File: config.mk
export PLATFORM = sky130hd
export DESIGN_NAME = vvp_cfg
export DESIGN_NICKNAME = d
export VERILOG_FILES = /design/src/rtl/core/vvp_pkg.sv /design/src/rtl/core/vvp_cfg.sv
export SDC_FILE = /design/constraint.sdc
export NUM_CORES = 1
export LEC_CHECK = 0
export BUFFER_PORTS_ARGS = -buffer_cell sky130_fd_sc_hd__buf_2
export CAP_MARGIN = 20
export CORE_MARGIN = 2
export CORE_UTILIZATION = 54
export DETAILED_ROUTE_END_ITERATION = 10
export PLACE_DENSITY = 0.86
export SLEW_MARGIN = 20
export SYNTH_ARGS = -nofsm -noshare
export SYNTH_HDL_FRONTEND = slang
export SYNTH_SLANG_ARGS = --single-unit
File: constraint.sdc
create_clock -name clk -period 2.1 [get_ports clk]
set_clock_uncertainty 0.1 [all_clocks]
set_input_delay 0.42 -clock clk [delete_from_list [all_inputs] [get_ports clk]]
set_output_delay 0.42 -clock clk [all_outputs]
set_load 0.05 [all_outputs]
File: src/rtl/core/vvp_pkg.sv
`timescale 1ns / 1ps
`default_nettype none

package vvp_pkg;

    // screen geometry
    localparam int SCREEN_WIDTH_DEF = 256;
    localparam int SCREEN_HEIGHT    = 128;

    // configuration port
    localparam int CFG_IDX_W  = 3;
    localparam int CFG_DATA_W = 32;

    localparam logic [CFG_IDX_W-1:0] REG_VIEWER_X     = 3'd0;
    localparam logic [CFG_IDX_W-1:0] REG_VIEWER_Y     = 3'd1;
    localparam logic [CFG_IDX_W-1:0] REG_VIEWER_Z     = 3'd2;
    localparam logic [CFG_IDX_W-1:0] REG_COS_YAW      = 3'd3;
    localparam logic [CFG_IDX_W-1:0] REG_SIN_YAW      = 3'd4;
    localparam logic [CFG_IDX_W-1:0] REG_TAN_HALF_FOV = 3'd5;
    localparam logic [CFG_IDX_W-1:0] REG_FAR_PLANE    = 3'd6;

    // field widths
    localparam int COORD_W = 32;
    localparam int TRIG_W  = 16;
    localparam int TAN_W   = 24;
    localparam int FAR_W   = 31;

    // datapath widths
    localparam int DIFF_W    = COORD_W + 1;          // viewer-relative coordinate
    localparam int PROD_W    = DIFF_W + TRIG_W;      // coordinate times Q2.14 trig
    localparam int SUM_W     = PROD_W + 1;
    localparam int ROT_SHIFT = 14;
    localparam int ROT_W     = SUM_W - ROT_SHIFT;    // rotated coordinate
    localparam int BOUND_W   = 60;                   // tan * depth, Q.32
    localparam int FRAC_W    = 16;
    localparam int DEN_W     = 56;                   // 2 * bound when projected
    localparam int SY_QW     = 16;                   // row quotient bits before saturation
    localparam int SX_OUT_W  = 9;
    localparam int SY_OUT_W  = 16;

    localparam logic signed [ROT_W-1:0]   NEAR_DEPTH     = 36'sd655;
    localparam logic signed [COORD_W-1:0] NO_PROJ_DEPTH  = -32'sd65536;

    typedef struct packed {
        logic signed [COORD_W-1:0] vertex_x;
        logic signed [COORD_W-1:0] vertex_y;
        logic signed [COORD_W-1:0] vertex_z;
    } vertex_t;

    typedef struct packed {
        logic signed [SX_OUT_W-1:0] screen_x;
        logic signed [SY_OUT_W-1:0] screen_y;
        logic signed [COORD_W-1:0]  view_depth;
        logic                       projected;
        logic                       within_distance;
        logic                       within_x;
        logic                       within_y;
        logic                       dot_visible;
    } result_t;

    typedef struct packed {
        logic signed [COORD_W-1:0] viewer_x;
        logic signed [COORD_W-1:0] viewer_y;
        logic signed [COORD_W-1:0] viewer_z;
        logic signed [TRIG_W-1:0]  cos_yaw;
        logic signed [TRIG_W-1:0]  sin_yaw;
        logic [TAN_W-1:0]          tan_half_fov;
        logic [FAR_W-1:0]          far_plane;
    } cfg_t;

    localparam cfg_t CFG_RESET = '{
        viewer_x:     32'sd0,
        viewer_y:     32'sd0,
        viewer_z:     32'sd0,
        cos_yaw:      16'sd16384,
        sin_yaw:      16'sd0,
        tan_half_fov: 24'd65536,
        far_plane:    31'd6553600
    };

    // per-vertex flags and depth riding alongside the divider
    typedef struct packed {
        logic                 projected;
        logic                 within_distance;
        logic                 within_x;
        logic                 within_y;
        logic                 neg_x;
        logic                 neg_y;
        logic [COORD_W-1:0]   depth;
    } side_t;

endpackage

`default_nettype wire

File: src/rtl/core/vvp_cfg.sv
`timescale 1ns / 1ps
`default_nettype none

module vvp_cfg (
    input  logic                             clk,
    input  logic                             rst_n,
    input  logic                             cfg_valid,
    output logic                             cfg_ready,
    input  logic [vvp_pkg::CFG_IDX_W-1:0]    cfg_index,
    input  logic [vvp_pkg::CFG_DATA_W-1:0]   cfg_data,
    output vvp_pkg::cfg_t                    cfg
);

    vvp_pkg::cfg_t cfg_reg;

    assign cfg_ready = 1'b1;
    assign cfg       = cfg_reg;

    always_ff @(posedge clk or negedge rst_n)
    begin
        if (!rst_n)
        begin
            cfg_reg <= vvp_pkg::CFG_RESET;
        end
        else if (cfg_valid)
        begin
            unique case (cfg_index)
                vvp_pkg::REG_VIEWER_X:     cfg_reg.viewer_x     <= $signed(cfg_data);
                vvp_pkg::REG_VIEWER_Y:     cfg_reg.viewer_y     <= $signed(cfg_data);
                vvp_pkg::REG_VIEWER_Z:     cfg_reg.viewer_z     <= $signed(cfg_data);
                vvp_pkg::REG_COS_YAW:      cfg_reg.cos_yaw      <= $signed(cfg_data[15:0]);
                vvp_pkg::REG_SIN_YAW:      cfg_reg.sin_yaw      <= $signed(cfg_data[15:0]);
                vvp_pkg::REG_TAN_HALF_FOV: cfg_reg.tan_half_fov <= cfg_data[23:0];
                vvp_pkg::REG_FAR_PLANE:    cfg_reg.far_plane    <= cfg_data[30:0];
                default:                   ;
            endcase
        end
    end

endmodule

`default_nettype wire

# Yosys cells after proc, flatten, opt, wreduce, memory -nomap -nowiden
# Cells that the tools add are included.
# Widths: inputs -> output; s select.
dict set report classes {
  eq_ne 6
  n_reduce_logical 8
}
# operator n
set ops {}
lappend ops {{$reduce_and 2->1} 7}
lappend ops {{$eq 3x3->1 const B} 3}
lappend ops {{$eq 3x2->1 const B} 2}
lappend ops {{$eq 3x1->1 const B} 1}
lappend ops {{$logic_not 3->1} 1}
dict set report totals {
  register_bits 183
  input_bits 38
  output_inout_bits 184
  elab_cells 21
}

# Logic depth before layout (Yosys ltp)
# Gate-level depths: netlist of the first run.
dict set report logic_depth {
  word_depth 2
  mapped_depth 5
  ltp_nobuf 2
}

# Least setup slack after synthesis of the first run
# No wires, ideal clock.
dict set report synth_timing {
  path_type {in2reg}
  start {input cfg_index[0] (netlist name)}
  end {register cfg_reg, in the netlist cfg[170]}
  setup_ns 0.125
  arrival_ns 1.487
  required_time_ns 1.875
  slack_ns 0.389
  path_stages 4
  n_path_buf 2
  path_cell_list {buf_2 -> nor4b_4 -> buf_4 -> mux2_2}
}
dict set report synth_via {
  elab_chain_len 2
}
# item line_no
set synth_lines {}
lappend synth_lines {{start: declaration} vvp_cfg.sv:9} ;# input logic [vvp_pkg::CFG_IDX_W-1:0] cfg_index,
lappend synth_lines {{$logic_not 3->1} vvp_cfg.sv:27} ;# unique case (cfg_index)
lappend synth_lines {{$reduce_and 2->1 (no line)} --}
lappend synth_lines {{end signal: assignment} vvp_cfg.sv:23} ;# cfg_reg <= vvp_pkg::CFG_RESET;
lappend synth_lines {{end: declaration} vvp_cfg.sv:14} ;# vvp_pkg::cfg_t cfg_reg;
# No other way between the ends.
# A chain may end at the register's enable or synchronous reset.

# Final worst setup path of the first run
dict set report layout_timing {
  start {register cfg_reg, in the netlist cfg[18]}
  end {output cfg[18] (netlist name)}
}
# item line_no
set layout_lines {}
lappend layout_lines {{end: declaration} vvp_cfg.sv:11} ;# output vvp_pkg::cfg_t cfg
# No word-level cell between the ends.

==> results of run 1 <==
## path summary, 6_finish.rpt
| kind | from | to | slack (ns) | cells after the start |
|---|---|---|---|---|
| worst max-delay path | cfg[18]$_DFFE_PN1P_ | cfg[18] | 0.37 | 1 |
| worst min-delay path | cfg_data[31] | cfg[182]$_DFFE_PN0P_ | 0.15 | 2 |
| worst max register to register | cfg[168]$_DFFE_PN0P_ | cfg[168]$_DFFE_PN0P_ | 1.19 | 1 |
| worst min register to register | cfg[139]$_DFFE_PN0P_ | cfg[139]$_DFFE_PN0P_ | 0.38 | 1 |
| max in group asynchronous | rst_n | cfg[85]$_DFFE_PN1P_ | 0.72 | 3 |
| min in group asynchronous | rst_n | cfg[0]$_DFFE_PN0P_ | 0.43 | 2 |
## per-stage QoR
step / area (µm²) / cells
floorplan: 6910 / 395
global placement: 8320 / 786
detailed placement: 8320 / 786
CTS: 8920 / 819
global route: 8920 / 819
finish: 8920 / 819
## power breakdown
part	switching, W	internal [W]	total, W
Sequential	0.000408	0.00432	0.00473
Combinational	0.00357	0.00115	0.00472
Clock	0.00139	0.00178	0.00318
Total	0.00537	0.00725	0.0126
## Yosys cell counts
cell type / number
mux2_2: 169
dfrtp_1: 178
nor4b_4: 1
conb_1: 1
dfstp_2: 5
buf_2: 8
buf_6: 7
mux2_1: 14
buf_4: 6
nor4bb_1: 3
nand4b_1: 1
nand4b_2: 2
## routing by layer
layer  part of all wire [%]  GRT usage (%)  vias to the layer above
met5                      0              0                        -
met4                    2.2           8.78                        0
met3                    6.9           8.55                       28
met2                     50           39.5                      158
met1                     41           29.5                     2232
li1                       -              -                     1899
## area by class of cell
cell class	instances	area share [%]
well taps	172	2.41
flip-flops and latches	183	51.4
clock buffers	17	4.77
clock inverters	15	1.86
repair buffers	241	14.9
multi-input cells	191	24.7
## cells by family after synthesis
kind of cell	count (synthesis)	synth area share [%]
other cells	1	0.0543
simple gates	7	1.34
mux	183	29.8
flops	183	66.4
buf+inv	21	2.37
## what timing repair did
| item | in CTS | in global routing |
|---|---|---|
| resized for setup | 0 | 0 |
| hold buffers | 1 | 0 |
| hold endpoints to repair | 51 | 0 |
==> results.toml, run 1 <==
[run_status]
status = "complete, no violations"

[cells_and_area]
syn_to_final_growth_pct = 29.2
seqCellArea_um2 = 4590
fin_nets = 672
fillers = 846
mostFrequentLayoutCells = "buf_2, dfrtp_1, mux2_2"
fin_util_pct = 71.0
drive_gt1_share_pct = 69.9
largest_reg_flops = 183
antenna-diode-count = 0
final_common_cell = "buf_2"
multiInputGateArea_um2 = 2200

[global_routing]
antenna_found_initial = 0
grt_pass1_wl_mm = 24.2
grt.overflow.total = 0
grt_use_total_pct = 24.0
first_global_vias = 4464
grt_max_degree = 61

[timing]
final_max_slew_viol_count = 0
rsz0062_at_grt = "no"
max_freq_mhz = 578
holdWs_ns = 0.153
setup-tns-final_ns = 0
min_period_ns = 1.73
hold_viol_final = 0
layout_setup_ws_ns = 0.371
maxSlewHeadroom_pct = 60.6
setup_viol = 0
worstMarginPinSlew_ns = 0.589
post-route-period-util_pct = 82.4

[setup_path]
critical_path.max_fanout = 2
cpPeakStageDelay_ns = 0.53
crit_buf_inv = 1
cp_top_family = "flip-flops"
arrival_ns = 1.21
end_kind = "primary output"
worstSetupStartpointType = "register"
slowest_stage = "dfstp_2"
criticalPathCategory = "register to primary output"
cp.required_ns = 1.58
crit_path_cell_trace = "buf_2"

[synth]
synth_top_area_cell = "dfrtp_1"
synth_area_leaders = "dfrtp_1, mux2_2, mux2_1, dfstp_2, buf_6"
ys_types = 12
yosysWarnings = 0
yosys_register_bits = 183
synth_top_cell_area_share_pct = 64.5
synth.net_count = 433
syn_area_per_cell_um2 = 17.5
yosysSeqAreaShare_pct = 66.4
synth_area_um2 = 6910
synthCells = 395

[detailed_routing]
routed_wl_mm = 16.0
avgRoutedWirePerCell_um = 19.6
drt_iter0_drc = 222
drc = 0
viasPerCell = 5.27
vias = 4317
ant_nets = 0
firstDrtPassIters = 4

[min_path]
hold_path_class = "input pin to register"

[placed_design]
gp_congestion = 0.765
post-place-ws_ns = 0.166
port_buffers = 220
dp_hpwl_mm = 11.1

[die]
fp.dieH_um = 117
die_area_um2 = 13700
start_util_pct = 55.0
fp.coreArea_um2 = 12600
row_count = 41
dieWidth_um = 117
io_pins = 222

[power_and_ir_drop]
p_leak_nw = 4.33
p_total_w = 0.0126
peakVddDrop_mv = 0.956
cellPowerDensity_nw_per_um2 = 1410

[clock_tree]
cts_htree_levels = 4
worstSkewPairLatency_ns = 0.43
numCtsBuffers = 17
clock_path_buffers = 2
cts_tree = "built"
clockRootBuffer = "clkbuf_16"
cts.sinks = 183
post_cts_buffers = 0
path_clk_slew_ns = 0.07

[job]
drv_cap = 0
No activity file was read; power rests on OpenSTA's default activity.
==> run 2: changes to the inputs <==
Settings changed: CORE_UTILIZATION 54 to 46, PLACE_DENSITY 0.86 to 0.78.
Clock period 2.1 ns to 1.5 ns, I/O delays scaled along.
==> run 2 against run 1 <==
Against the previous run: the flow now finishes with violations (negative setup slack); global-route usage fell by 3.6 points; cell count rose by 1.2%; largest power group is now combinational logic; worst setup slack got worse by 0.38 ns; critical path type unchanged; critical endpoint is now cfg[21]; first-iteration DRC count fell by 44%; clock-buffer cell count rose by 5; via count fell by 2.2%; critical path depth did not move; sequential power rose by 41%.
==> results.toml, run 2 (synthesis gave the netlist of run 1 again) <==
[setup_path]
r2r_slack_ns = 0.60
cpPeakStageDelay_ns = 0.56
rr_endpoint = "cfg[139]$_DFFE_PN0P_"
cp.depth = 1
reg2reg_from = "cfg[139]$_DFFE_PN0P_"
end_kind = "primary output"
arrival_ns = 1.11
crit_path_cell_trace = "buf_8"
crit_buf_inv = 1
reg2regPathDepth = 1
criticalPathCategory = "register to primary output"
endpoint = "cfg[21]"
crit_path_start = "cfg[21]$_DFFE_PN1P_"
slowest_stage = "dfstp_2"
cp_top_family = "flip-flops"
worstSetupStartpointType = "register"
critical_path.max_fanout = 2
cp.required_ns = 1.10

[clock_tree]
cts_tree = "built"
worstSkewPairLatency_ns = 0.41
clockRootBuffer = "clkbuf_16"
clock_path_buffers = 2
numCtsBuffers = 17
path_clk_slew_ns = 0.06
cts.sinks = 183
cts_htree_levels = 4

[power_and_ir_drop]
p_leak_nw = 4.47
p_total_w = 0.0174
peakVddDrop_mv = 1.16
cellPowerDensity_nw_per_um2 = 1900

[timing]
rsz0062_at_grt = "yes"
hold_viol_final = 0
final_max_slew_viol_count = 0
setup_viol = 4
max_freq_mhz = 661
layout_setup_ws_ns = -0.0138
min_period_ns = 1.51
post-route-period-util_pct = 101

[global_routing]
grt_use_total_pct = 20.4
grt.overflow.total = 0
first_global_vias = 4520
grt_pass1_wl_mm = 25.2
grt_max_degree = 54
antenna_found_initial = 0

[die]
die_area_um2 = 16000
io_pins = 222
fp.coreArea_um2 = 14600
fp.dieH_um = 127
dieWidth_um = 127
start_util_pct = 47.3
row_count = 44

[detailed_routing]
ant_nets = 0
viasPerCell = 5.09
firstDrtPassIters = 6
routed_wl_mm = 15.9
drt_iter0_drc = 125
avgRoutedWirePerCell_um = 19.2
vias = 4220
drc = 0

[placed_design]
gp_congestion = 0.744
dp_hpwl_mm = 11.3
placed_cells = 798
port_buffers = 220
post-place-ws_ns = -0.253

[min_path]
hold_path_class = "input pin to register"
whs_path_depth = 2

[cells_and_area]
mostFrequentLayoutCells = "buf_2, dfrtp_1, mux2_2"
final_common_cell = "buf_2"
stdcell_count = 829
syn_to_final_growth_pct = 33.0
largest_reg_flops = 183
drive_gt1_share_pct = 69.9
fin_nets = 672
fin_util_pct = 63.0
antenna-diode-count = 0

[job]
drv_cap = 0

[run_status]
violations = "negative setup slack"
status = "finished, violations left"
-- run 2: cell count changes in the layout (fill, tap and decap cells not counted), sizes merged --
cell    change
clkinv      +2
bufinv      -2
inv         -7
buf         -9
clkbuf     +14
-- run 2: how the worst min path moves through the flow --
| stage | from | slack, ns | end |
|---|---|---|---|
| after global placement | rst_n | 0.06 | cfg[120]$_DFFE_PN0P_ |
| after global routing | cfg_data[31] | 0.04 | cfg[150]$_DFFE_PN0P_ |
| final | cfg_data[31] | 0.05 | cfg[150]$_DFFE_PN0P_ |
| after floorplan | rst_n | -0.1 | cfg[0]$_DFFE_PN0P_ |
| after detailed placement | rst_n | 0.06 | cfg[120]$_DFFE_PN0P_ |
| after CTS | cfg_data[31] | 0.03 | cfg[150]$_DFFE_PN0P_ |
-- run 2: cell type report --
class | count | area (µm²)
clock buffers | 22 | 464
clock inverters | 8 | 52.6
fillers | 1067 | 5400
multi-input cells | 191 | 2350
flip-flops and latches | 183 | 4590
well taps | 184 | 230
repair buffers | 241 | 1500
-- run 2: timing repair --
action,CTS,global route
gates cloned,0,0
hold buffers,1,0
hold endpoints to repair,117,0
resized for setup,14,10
buffers inserted,0,0
endpoints found under the setup margin,5,14
-- run 2: metal layers --
layer  track usage (%)  share of wire [%]  up-vias
met5                 0                  0        -
met4              6.33                1.5        0
met3              7.38                8.2       20
met2              32.0                 48      146
met1              26.7                 43     2175
li1                  -                  -     1879
-- run 2: where the power goes --
| part | total [W] | switching (W) | internal, W |
|---|---|---|---|
| sequential | 0.00665 | 0.000597 | 0.00605 |
| clock | 0.00393 | 0.00175 | 0.00218 |
| combinational | 0.00685 | 0.00499 | 0.00186 |
-- run 2: through the flow --
stage / hold WS [ns] / area, µm² / TNS (ns)
after global placement: 0.0580 / 8590 / -19.22
after floorplan: -0.0956 / 7090 / -0.834
after global routing: 0.0424 / 9190 / -0.217
after CTS: 0.0299 / 9160 / -0.135
after detailed placement: 0.0595 / 8590 / -24.14
final: 0.0499 / 9190 / -0.0406
